**src/rtl/ptd_pkg.sv**
```systemverilog
// ----------------------------------------------------------------------------
// ptd_pkg: shared types for the point-to-triangle distance block
// Register indexes of the vertex file and the flags that travel with a query.
// ----------------------------------------------------------------------------
package ptd_pkg;

    localparam int CFG_IDX_W = 3;
    localparam int NUM_EDGES = 3;

    typedef enum logic [CFG_IDX_W-1:0] {
        REG_V0X = 3'd0,
        REG_V0Y = 3'd1,
        REG_V1X = 3'd2,
        REG_V1Y = 3'd3,
        REG_V2X = 3'd4,
        REG_V2Y = 3'd5
    } cfg_reg_t;

    typedef struct packed {
        logic in_tri;
        logic degen;
    } ptd_flags_t;

endpackage

```
**src/rtl/ptd_cfg.sv**
```systemverilog
// ----------------------------------------------------------------------------
// ptd_cfg: vertex register file
// Holds the three triangle vertices written through the configuration port.
// ----------------------------------------------------------------------------
module ptd_cfg
    import ptd_pkg::*;
#(
    parameter int W = 16
)
(
    input  logic                 clk,
    input  logic                 rst_n,
    input  logic                 wr_en,
    input  logic [CFG_IDX_W-1:0] wr_index,
    input  logic [W-1:0]         wr_data,
    output logic signed [W-1:0]  vx [NUM_EDGES],
    output logic signed [W-1:0]  vy [NUM_EDGES]
);

    logic signed [W-1:0] vx_reg [NUM_EDGES];
    logic signed [W-1:0] vy_reg [NUM_EDGES];

    always_ff @(posedge clk or negedge rst_n)
    begin
        if (!rst_n)
        begin
            for (int i = 0; i < NUM_EDGES; i++)
            begin
                vx_reg[i] <= '0;
                vy_reg[i] <= '0;
            end
        end
        else if (wr_en)
        begin
            unique case (wr_index)
                REG_V0X: vx_reg[0] <= wr_data;
                REG_V0Y: vy_reg[0] <= wr_data;
                REG_V1X: vx_reg[1] <= wr_data;
                REG_V1Y: vy_reg[1] <= wr_data;
                REG_V2X: vx_reg[2] <= wr_data;
                REG_V2Y: vy_reg[2] <= wr_data;
                default: ;
            endcase
        end
    end

    assign vx = vx_reg;
    assign vy = vy_reg;

endmodule

```
**config.mk**
```make
export PLATFORM = sky130hd
export DESIGN_NAME = ptd_cfg
export DESIGN_NICKNAME = d
export VERILOG_FILES = /design/src/rtl/ptd_pkg.sv /design/src/rtl/ptd_cfg.sv
export SDC_FILE = /design/constraint.sdc
export NUM_CORES = 1
export LEC_CHECK = 0
export ABC_AREA = 1
export BUFFER_PORTS_ARGS = -buffer_cell sky130_fd_sc_hd__buf_2
export CAP_MARGIN = 5
export CORE_MARGIN = 5
export CORE_UTILIZATION = 46
export CTS_CLUSTER_SIZE = 25
export DETAILED_ROUTE_END_ITERATION = 10
export HOLD_SLACK_MARGIN = 0.1
export PLACE_DENSITY = 0.76
export SLEW_MARGIN = 20
export SYNTH_ARGS = -nofsm -noshare
export SYNTH_HDL_FRONTEND = slang
export SYNTH_SLANG_ARGS = --single-unit
```
**constraint.sdc**
```tcl
create_clock -name clk -period 0.8 [get_ports clk]
set_input_delay 0.08 -clock clk [delete_from_list [all_inputs] [get_ports clk]]
set_output_delay 0.08 -clock clk [all_outputs]
set_load 0.005 [all_outputs]
```
==> results of run 1 <==
## Yosys cell counts, drive strengths merged
| master | count | area (sq um) |
|---|---|---|
| nor2 | 6 | 52.55 |
| nand2 | 234 | 883.4 |
| buf | 15 | 80.07 |
| dfrtp | 96 | 2402 |
| clkinv | 1 | 3.750 |
| inv | 5 | 18.77 |
| nand3 | 64 | 320.3 |
| clkbuf | 4 | 15.01 |
## cell families after synthesis
| group | synth area share (%) |
|---|---|
| flip-flops | 63.62 |
| buffers and inverters | 3.114 |
| AND/OR/NAND/NOR | 33.27 |
## final timing paths
path,to,startpoint,slack (ps)
worst max-delay path,vx[36],vx[36]$_DFFE_PN0P_,-200
worst min-delay path,vy[18]$_DFFE_PN0P_,rst_n,140
worst max register to register,vy[37]$_DFFE_PN0P_,vy[37]$_DFFE_PN0P_,-100
worst min register to register,vx[17]$_DFFE_PN0P_,vx[17]$_DFFE_PN0P_,470
max in group asynchronous,vx[30]$_DFFE_PN0P_,rst_n,190
min in group clk,vy[30]$_DFFE_PN0P_,wr_en,210
## what timing repair did
| action | in CTS | in global routing |
|---|---|---|
| setup endpoints to repair | 96 | 98 |
| hold buffers | 17 | 0 |
| buffers inserted | 28 | 25 |
| hold endpoints to repair | 192 | 0 |
| resized for setup | 0 | 10 |
| pin swaps | 0 | 4 |
## layout by cell type (no fill, tap or decap)
master           n
clkinvlp_4       1
buf_2          116
nand3_1         64
nand2_2         12
buf_12           5
nand2_1        222
clkinv_2         3
dfrtp_1         96
clkbuf_8        10
buf_4           71
inv_6            1
buf_6            2
dlygate4sd3_1   17
clkinv_4         2
nor2_4           4
nor2_2           2
inv_1            3
inv_2            2
## power by group through the flow
stage | Clock, mW | Sequential [mW] | Combinational, mW
final | 2.99 | 6.27 | 3.32
after global routing | 3.24 | 6.35 | 3.68
after CTS | 2.99 | 6.26 | 2.96
after detailed placement | 0 | 6.36 | 2.50
after global placement | 0 | 6.35 | 2.40
after floorplan | 0 | 6.39 | 0.870
## stage by stage
step | util (%) | total power, mW | setup TNS [ps] | area [sq um] | setup slack (ps)
2_1_floorplan | - | 7.263 | -259.6 | 3795 | -15.17
3_3_place_gp | 57.61 | 8.748 | -12500 | 4662 | -167.1
3_5_place_dp | 57.61 | 8.858 | -15180 | 4662 | -208.5
4_1_cts | 64.55 | 12.21 | -16220 | 5224 | -200.6
5_1_grt | 67.12 | 13.27 | -19470 | 5431 | -230.5
6_report | 67.12 | 12.58 | -15900 | 5431 | -199.9
## routing by layer
metal	vias up	global-route usage (%)	part of all wire (%)
met2	162	38.68	51
met3	35	3.599	7.0
li1	1737	-	-
met1	1700	30.50	39
met4	0	13.06	3.4
met5	-	0	0
## layout make-up
| cell class | instances | share of cell area [%] |
|---|---|---|
| sequential | 96 | 44.23 |
| clock buffer | 10 | 2.534 |
| tap | 105 | 2.419 |
| inverter | 6 | 0.4377 |
| clock inverter | 6 | 0.8063 |
| multi-input combinational | 304 | 23.68 |
| timing repair buffer | 211 | 25.89 |
==> flow_metrics.tcl, run 1 <==
set metrics [dict create \
    htreeDepth 3 \
    cts_buffers 9 \
    worstHoldPathType "input port to asynchronous set/reset pin" \
    seq_power_share_pct 49.8 \
    multi_input_area_sq_um 1286 \
    status "complete, but fails checks" \
    cp.arrival_ps 920 \
    yosysWarnings 0 \
    drt_wl_total_microns 11820 \
    drive_above_1_share_pct 36.49 \
    numPortBuffers 117 \
    overflow 0 \
    critPathSlowestCell "dfrtp_1" \
    die_h_microns 100.6 \
    slew_viol_final 0 \
    grt_pass1_vias 3721 \
    regArea_sq_um 2402 \
    cp_cell_sequence "buf_2" \
    postLayoutSetupSlackWorst_ps -199.9 \
    clkLatencyLatePin_ps 350 \
    cts-root-buf "clkbuf_8" \
    rows 33 \
    power_density_nw_per_um2 2316 \
    fin_skew_ps 0 \
    max_stage_delay_ps 420 \
    min_period_ps 999.9 \
    die_w_microns 100.6 \
    crit_cells 1 \
    worst_pin_slew_ps 332.4 \
    dp.cells 653 \
    yosysSeqAreaShare_pct 63.62 \
    wl_per_cell_microns 16.02 \
    p_sw_mw 3.839 \
    pwr-share-comb_pct 26.4 \
    ys_types 12 \
    grt_max_degree 30 \
    core_area_sq_um 8093 \
    ios 118 \
    place.gp.congestion 0.8229 \
    p_clk_share_pct 23.8 \
    cts_tree "built" \
    numClockSinks 96 \
    drc_errors 0 \
    finalNetCount 650 \
    r2r_cells 4 \
    hold_viol 0 \
    whs_ps 142.1 \
    critPathMaxFanout 2 \
    crit_required_ps 720 \
    via_per_inst 4.924 \
    area_growth_pct 43.84 \
    min_period_over_period_pct 125.0 \
    grt_pass1_wl_microns 18560 \
    drv_cap 0 \
    initial_core_util_pct 46.66 \
    cp-start-kind "flop" \
    grtUsageTotal_pct 23.78 \
    final_cells 738 \
    drt-initial-drc-count 206 \
    vias 3634 \
    syn-num-nets 447 \
    p_int_mw 8.740 \
    critPathTopFamily "flip-flops" \
    diodes 0 \
    vdd_drop_max_mv 1.011 \
    hpwl_microns 7894 \
    clockBufferDepth 2 \
    synthCells 425 \
    syn_avg_cell_area_sq_um 8.885 \
    drt_pass1_iterations 4 \
    violations "negative setup slack" \
    path_buf_inv 1 \
    rsz0062_at_grt "true" \
    synth_area_sq_um 3776 \
    dieArea_sq_um 10120 \
    cp-end-kind "primary output" \
    worstSetupPathType "flop to primary output" \
    clock.fmax_ghz 1.000 \
    slew_headroom_pct 77.76 \
    finalSetupViolCount 104 \
    switching_share_pct 30.52 \
    synth-seq-cells 96 \
    leakage_nw 3.163 \
    clkSlewWorstSetupHoldPaths_ps 100 \
    antenna_found_initial 0 \
    layout.filler_cells 683 \
    ant_nets 0 \
]
Note: power is estimated with default switching activity, not from simulation.
==> inputs of run 2 (changes only) <==
ABC_CLOCK_PERIOD_IN_PS = 1150   (was default)
CORE_UTILIZATION = 54   (was 46)
CTS_CLUSTER_DIAMETER = 100   (was default)
PLACE_DENSITY = 0.84   (was 0.76)
clock period = 1.15 ns   (was 0.8 ns; I/O delays follow)
==> flow_metrics.tcl, run 2 (same netlist as run 1, synthesis figures left out) <==
set metrics [dict create \
    whs_ps 151.0 \
    antenna_found_initial 0 \
    max_stage_delay_ps 400 \
    clkLatencyLatePin_ps 360 \
    drive_above_1_share_pct 28.08 \
    wl_per_cell_microns 16.07 \
    ios 118 \
    die_h_microns 93.63 \
    critPathMaxFanout 2 \
    finalSetupViolCount 0 \
    slew_headroom_pct 77.14 \
    clockBufferDepth 2 \
    critPathSlowestCell "dfrtp_1" \
    placed_cell_area_sq_um 4584 \
    path_buf_inv 1 \
    cp_cell_sequence "buf_2" \
    cts_resized 0 \
    r2r_setup_slack_ps 490 \
    place.gp.congestion 0.8408 \
    critPathTopFamily "flip-flops" \
    crit_cells 1 \
    crit_required_ps 1030 \
    drt_wl_total_microns 10830 \
    final_cells 674 \
    min_period_over_period_pct 88.66 \
    rsz0062_at_grt "false" \
    rows 30 \
    initial_core_util_pct 55.58 \
    numClockSinks 96 \
    vias 3504 \
    overflow 0 \
    hp-start "wr_index[2]" \
    drt-initial-drc-count 207 \
    cp-endpoint "vy[3]" \
    htreeDepth 3 \
    cts_tree "built" \
    power_density_nw_per_um2 1631 \
    worst_pin_slew_ps 341.6 \
    drc_errors 0 \
    worstSetupPathType "flop to primary output" \
    worstHoldPathType "input port to flop" \
    crit-reg2reg-launch "vy[15]$_DFFE_PN0P_" \
    post-cts-setup-buffer-count 0 \
    status "complete, no violations" \
    most-common-layout-cells "nand2_1, buf_2, dfrtp_1" \
    dp.cells 640 \
    cts_buffers 9 \
    core_area_sq_um 6794 \
    ant_nets 0 \
    hpwl_microns 7406 \
    design_area_sq_um 4922 \
    cp-end-kind "primary output" \
    slew_viol_final 0 \
    grt_pass1_wl_microns 17760 \
    min_period_ps 1020 \
    grtUsageTotal_pct 26.40 \
    via_per_inst 5.199 \
    leakage_nw 2.849 \
    cp.arrival_ps 900 \
    final_common_cell "nand2_1" \
    drv_cap 0 \
    grt_pass1_vias 3500 \
    clock.fmax_ghz 0.9808 \
    dieArea_sq_um 8766 \
    postCtsHoldBufs 17 \
    grt_max_degree 41 \
    drt_pass1_iterations 5 \
    numPortBuffers 117 \
    layout.filler_cells 492 \
    finalSetupTns_ps 0 \
    hold_viol 0 \
    cp-start-kind "flop" \
    finalNetCount 594 \
    cts-root-buf "clkbuf_8" \
    area_growth_pct 30.35 \
    startpoint "vy[3]$_DFFE_PN0P_" \
    die_w_microns 93.63 \
    r2r_cells 2 \
    vdd_drop_max_mv 1.028 \
    fin_skew_ps 0 \
    clkSlewWorstSetupHoldPaths_ps 90 \
    rr_endpoint "vy[15]$_DFFE_PN0P_" \
]
## run 2: cell types whose count changed in the layout (fill, tap and decap cells not counted), sizes merged
cell	delta
buf	-56
clkbuf	+1
clkinv	-1
clkinvlp	+1
diode	+1
inv	-1
## run 2: worst register-to-register path, delay by kind of cell (launching register included)
kind	cells	cell delay (ps)
flip-flops	1	410
AND/OR/NAND/NOR	2	160
## run 2: report_power, final
group	internal [mW]	switching, mW
logic	0.794	0.957
clock network	0.784	1.13
registers	4.00	0.358
## run 2: layout make-up
class	count	area, sq um	area share (%)
sequential	96	2402	48.81
multi-input combinational	304	1256	25.52
timing repair buffer	155	953.4	19.37
clock buffer	11	131.4	2.669
tap	96	120.1	2.440
clock inverter	5	33.78	0.6863
inverter	6	22.52	0.4575
antenna	1	2.502	0.05084
## run 2: layer usage
metal  track usage, %  up-vias  wire [microns]
met1            34.99     1661            4198
met2            42.29      188            5469
li1                 -     1627               -
met3            5.712       28             846
met5                0        -               0
met4            11.07        0             319
## run 2: worst min-delay path by stage
| stage | slack [ps] | to | cells after the start |
|---|---|---|---|
| CTS | 130 | vx[16]$_DFFE_PN0P_ | 4 |
| global route | 160 | vx[16]$_DFFE_PN0P_ | 4 |
| floorplan | -180 | vx[0]$_DFFE_PN0P_ | 0 |
| detailed placement | 40 | vy[0]$_DFFE_PN0P_ | 1 |
| finish | 150 | vx[16]$_DFFE_PN0P_ | 4 |
| global placement | 30 | vy[2]$_DFFE_PN0P_ | 1 |
## run 2: stage by stage
stage / power [mW] / utilization (%) / worst slack (ps)
after floorplan: 5.046 / - / 246.7
after global placement: 6.032 / 67.48 / 104.2
after detailed placement: 6.117 / 67.48 / 41.06
after CTS: 8.059 / 72.41 / 129.4
after global routing: 8.534 / 72.41 / 90.92
final: 8.031 / 72.45 / 130.5
==> inputs of run 3 (changes only) <==
CORE_ASPECT_RATIO = 0.9   (was default)
SLEW_MARGIN = 25   (was 20)
==> flow_metrics.tcl, run 3 (same netlist as run 1, synthesis figures left out) <==
set metrics [dict create \
    critPathTopFamily "flip-flops" \
    finalSetupViolCount 0 \
    clkSlewWorstSetupHoldPaths_ps 100 \
    postLayoutSetupSlackWorst_ps 114.8 \
    critPathMaxFanout 2 \
    overflow 0 \
    htreeDepth 3 \
    clkLatencyLatePin_ps 360 \
    drive_above_1_share_pct 28.17 \
    fin_skew_ps 0 \
    hpwl_microns 7503 \
    rows 29 \
    status "complete, no violations" \
    core_area_sq_um 6930 \
    cts_buffers 9 \
    min_period_over_period_pct 90.02 \
    leakage_nw 2.861 \
    clockBufferDepth 2 \
    power_density_nw_per_um2 1688 \
    min_period_ps 1035 \
    cts-root-buf "clkbuf_8" \
    initial_core_util_pct 54.49 \
    dieArea_sq_um 8767 \
    worstSetupPathType "flop to primary output" \
    post-cts-setup-buffer-count 0 \
    die_w_microns 98.15 \
    path_buf_inv 1 \
    clock.fmax_ghz 0.9660 \
    via_per_inst 5.214 \
    grt_max_degree 39 \
    place.gp.congestion 0.8505 \
    postLayoutCoreUtil_pct 71.51 \
    dp.cells 635 \
    max_stage_delay_ps 420 \
    critPathSlowestCell "dfrtp_1" \
    wl_per_cell_microns 16.13 \
    drv_cap 0 \
    grt_pass1_wl_microns 17630 \
    drt_pass1_iterations 5 \
    final_cells 669 \
    slew_viol_final 0 \
    final_common_cell "nand2_1" \
    die_h_microns 89.33 \
    vias 3488 \
    finalPower_mw 8.367 \
    grtUsageTotal_pct 25.77 \
    cp-end-kind "primary output" \
    cp-start-kind "flop" \
    cp_cell_sequence "buf_2" \
    cp.arrival_ps 920 \
    area_growth_pct 31.25 \
    drt_wl_total_microns 10790 \
    slew_headroom_pct 77.47 \
    worst_pin_slew_ps 338.0 \
    numPortBuffers 117 \
    most-common-layout-cells "nand2_1, buf_2, dfrtp_1" \
    grt_pass1_vias 3529 \
    numClockSinks 96 \
    finalNetCount 592 \
    rsz0062_at_grt "false" \
    finalSetupTns_ps 0 \
    ant_nets 0 \
    dp_slack_ps 83.54 \
    hold_viol 0 \
    vdd_drop_max_mv 0.7689 \
    worstHoldPathType "input port to asynchronous set/reset pin" \
    ios 118 \
    crit_required_ps 1030 \
    cts_tree "built" \
    drc_errors 0 \
    drt-initial-drc-count 270 \
    r2r_setup_slack_ps 500 \
    antenna_found_initial 0 \
]
==> run 3: stage by stage <==
step                      area (sq um)  hold WS (ps)
after floorplan                   3776        -180.6
after global placement            4578         37.15
after detailed placement          4578         42.06
after CTS                         4954         198.0
after global routing              4954         227.0
final                             4956         191.7
==> run 3: layout make-up <==
| cell class | count | area [sq um] |
|---|---|---|
| antenna | 1 | 2.502 |
| fill | 530 | 1974 |
| inverter | 6 | 22.52 |
| clock buffer | 10 | 137.6 |
| sequential | 96 | 2402 |
| tap | 93 | 116.4 |
| multi-input combinational | 304 | 1256 |
| clock inverter | 6 | 67.56 |
| timing repair buffer | 153 | 950.9 |
==> run 3: worst paths after layout <==
| path | start | end | depth (start not counted) |
|---|---|---|---|
| max | vy[11]$_DFFE_PN0P_ | vy[11] | 1 |
| min | rst_n | vy[17]$_DFFE_PN0P_ | 2 |
| max reg2reg | vy[11]$_DFFE_PN0P_ | vy[11]$_DFFE_PN0P_ | 2 |
| min reg2reg | vy[47]$_DFFE_PN0P_ | vy[47]$_DFFE_PN0P_ | 2 |
| max in group asynchronous | rst_n | vx[28]$_DFFE_PN0P_ | 3 |
| min in group clk | wr_index[2] | vx[44]$_DFFE_PN0P_ | 5 |
==> run 3: repair_timing <==
action                    CTS  global route
gates resized for setup     0             0
hold buffers               17             0
hold endpoints to repair  186             0
==> run 3: power breakdown <==
group | internal (mW) | total, mW | switching (mW) | leakage [nW]
combinational | 0.792 | 1.73 | 0.935 | 1.55
clock | 1.07 | 2.26 | 1.19 | 0.0989
sequential | 4.00 | 4.38 | 0.376 | 1.21
==> run 3: metal layers <==
layer  vias to the layer above  wire length (microns)  track usage, %
met5                         -                      0               0
met2                       139                   5337           42.03
li1                       1617                      -               -
met4                         0                    270           11.66
met3                        26                    637           4.680
met1                      1706                   4544           34.45
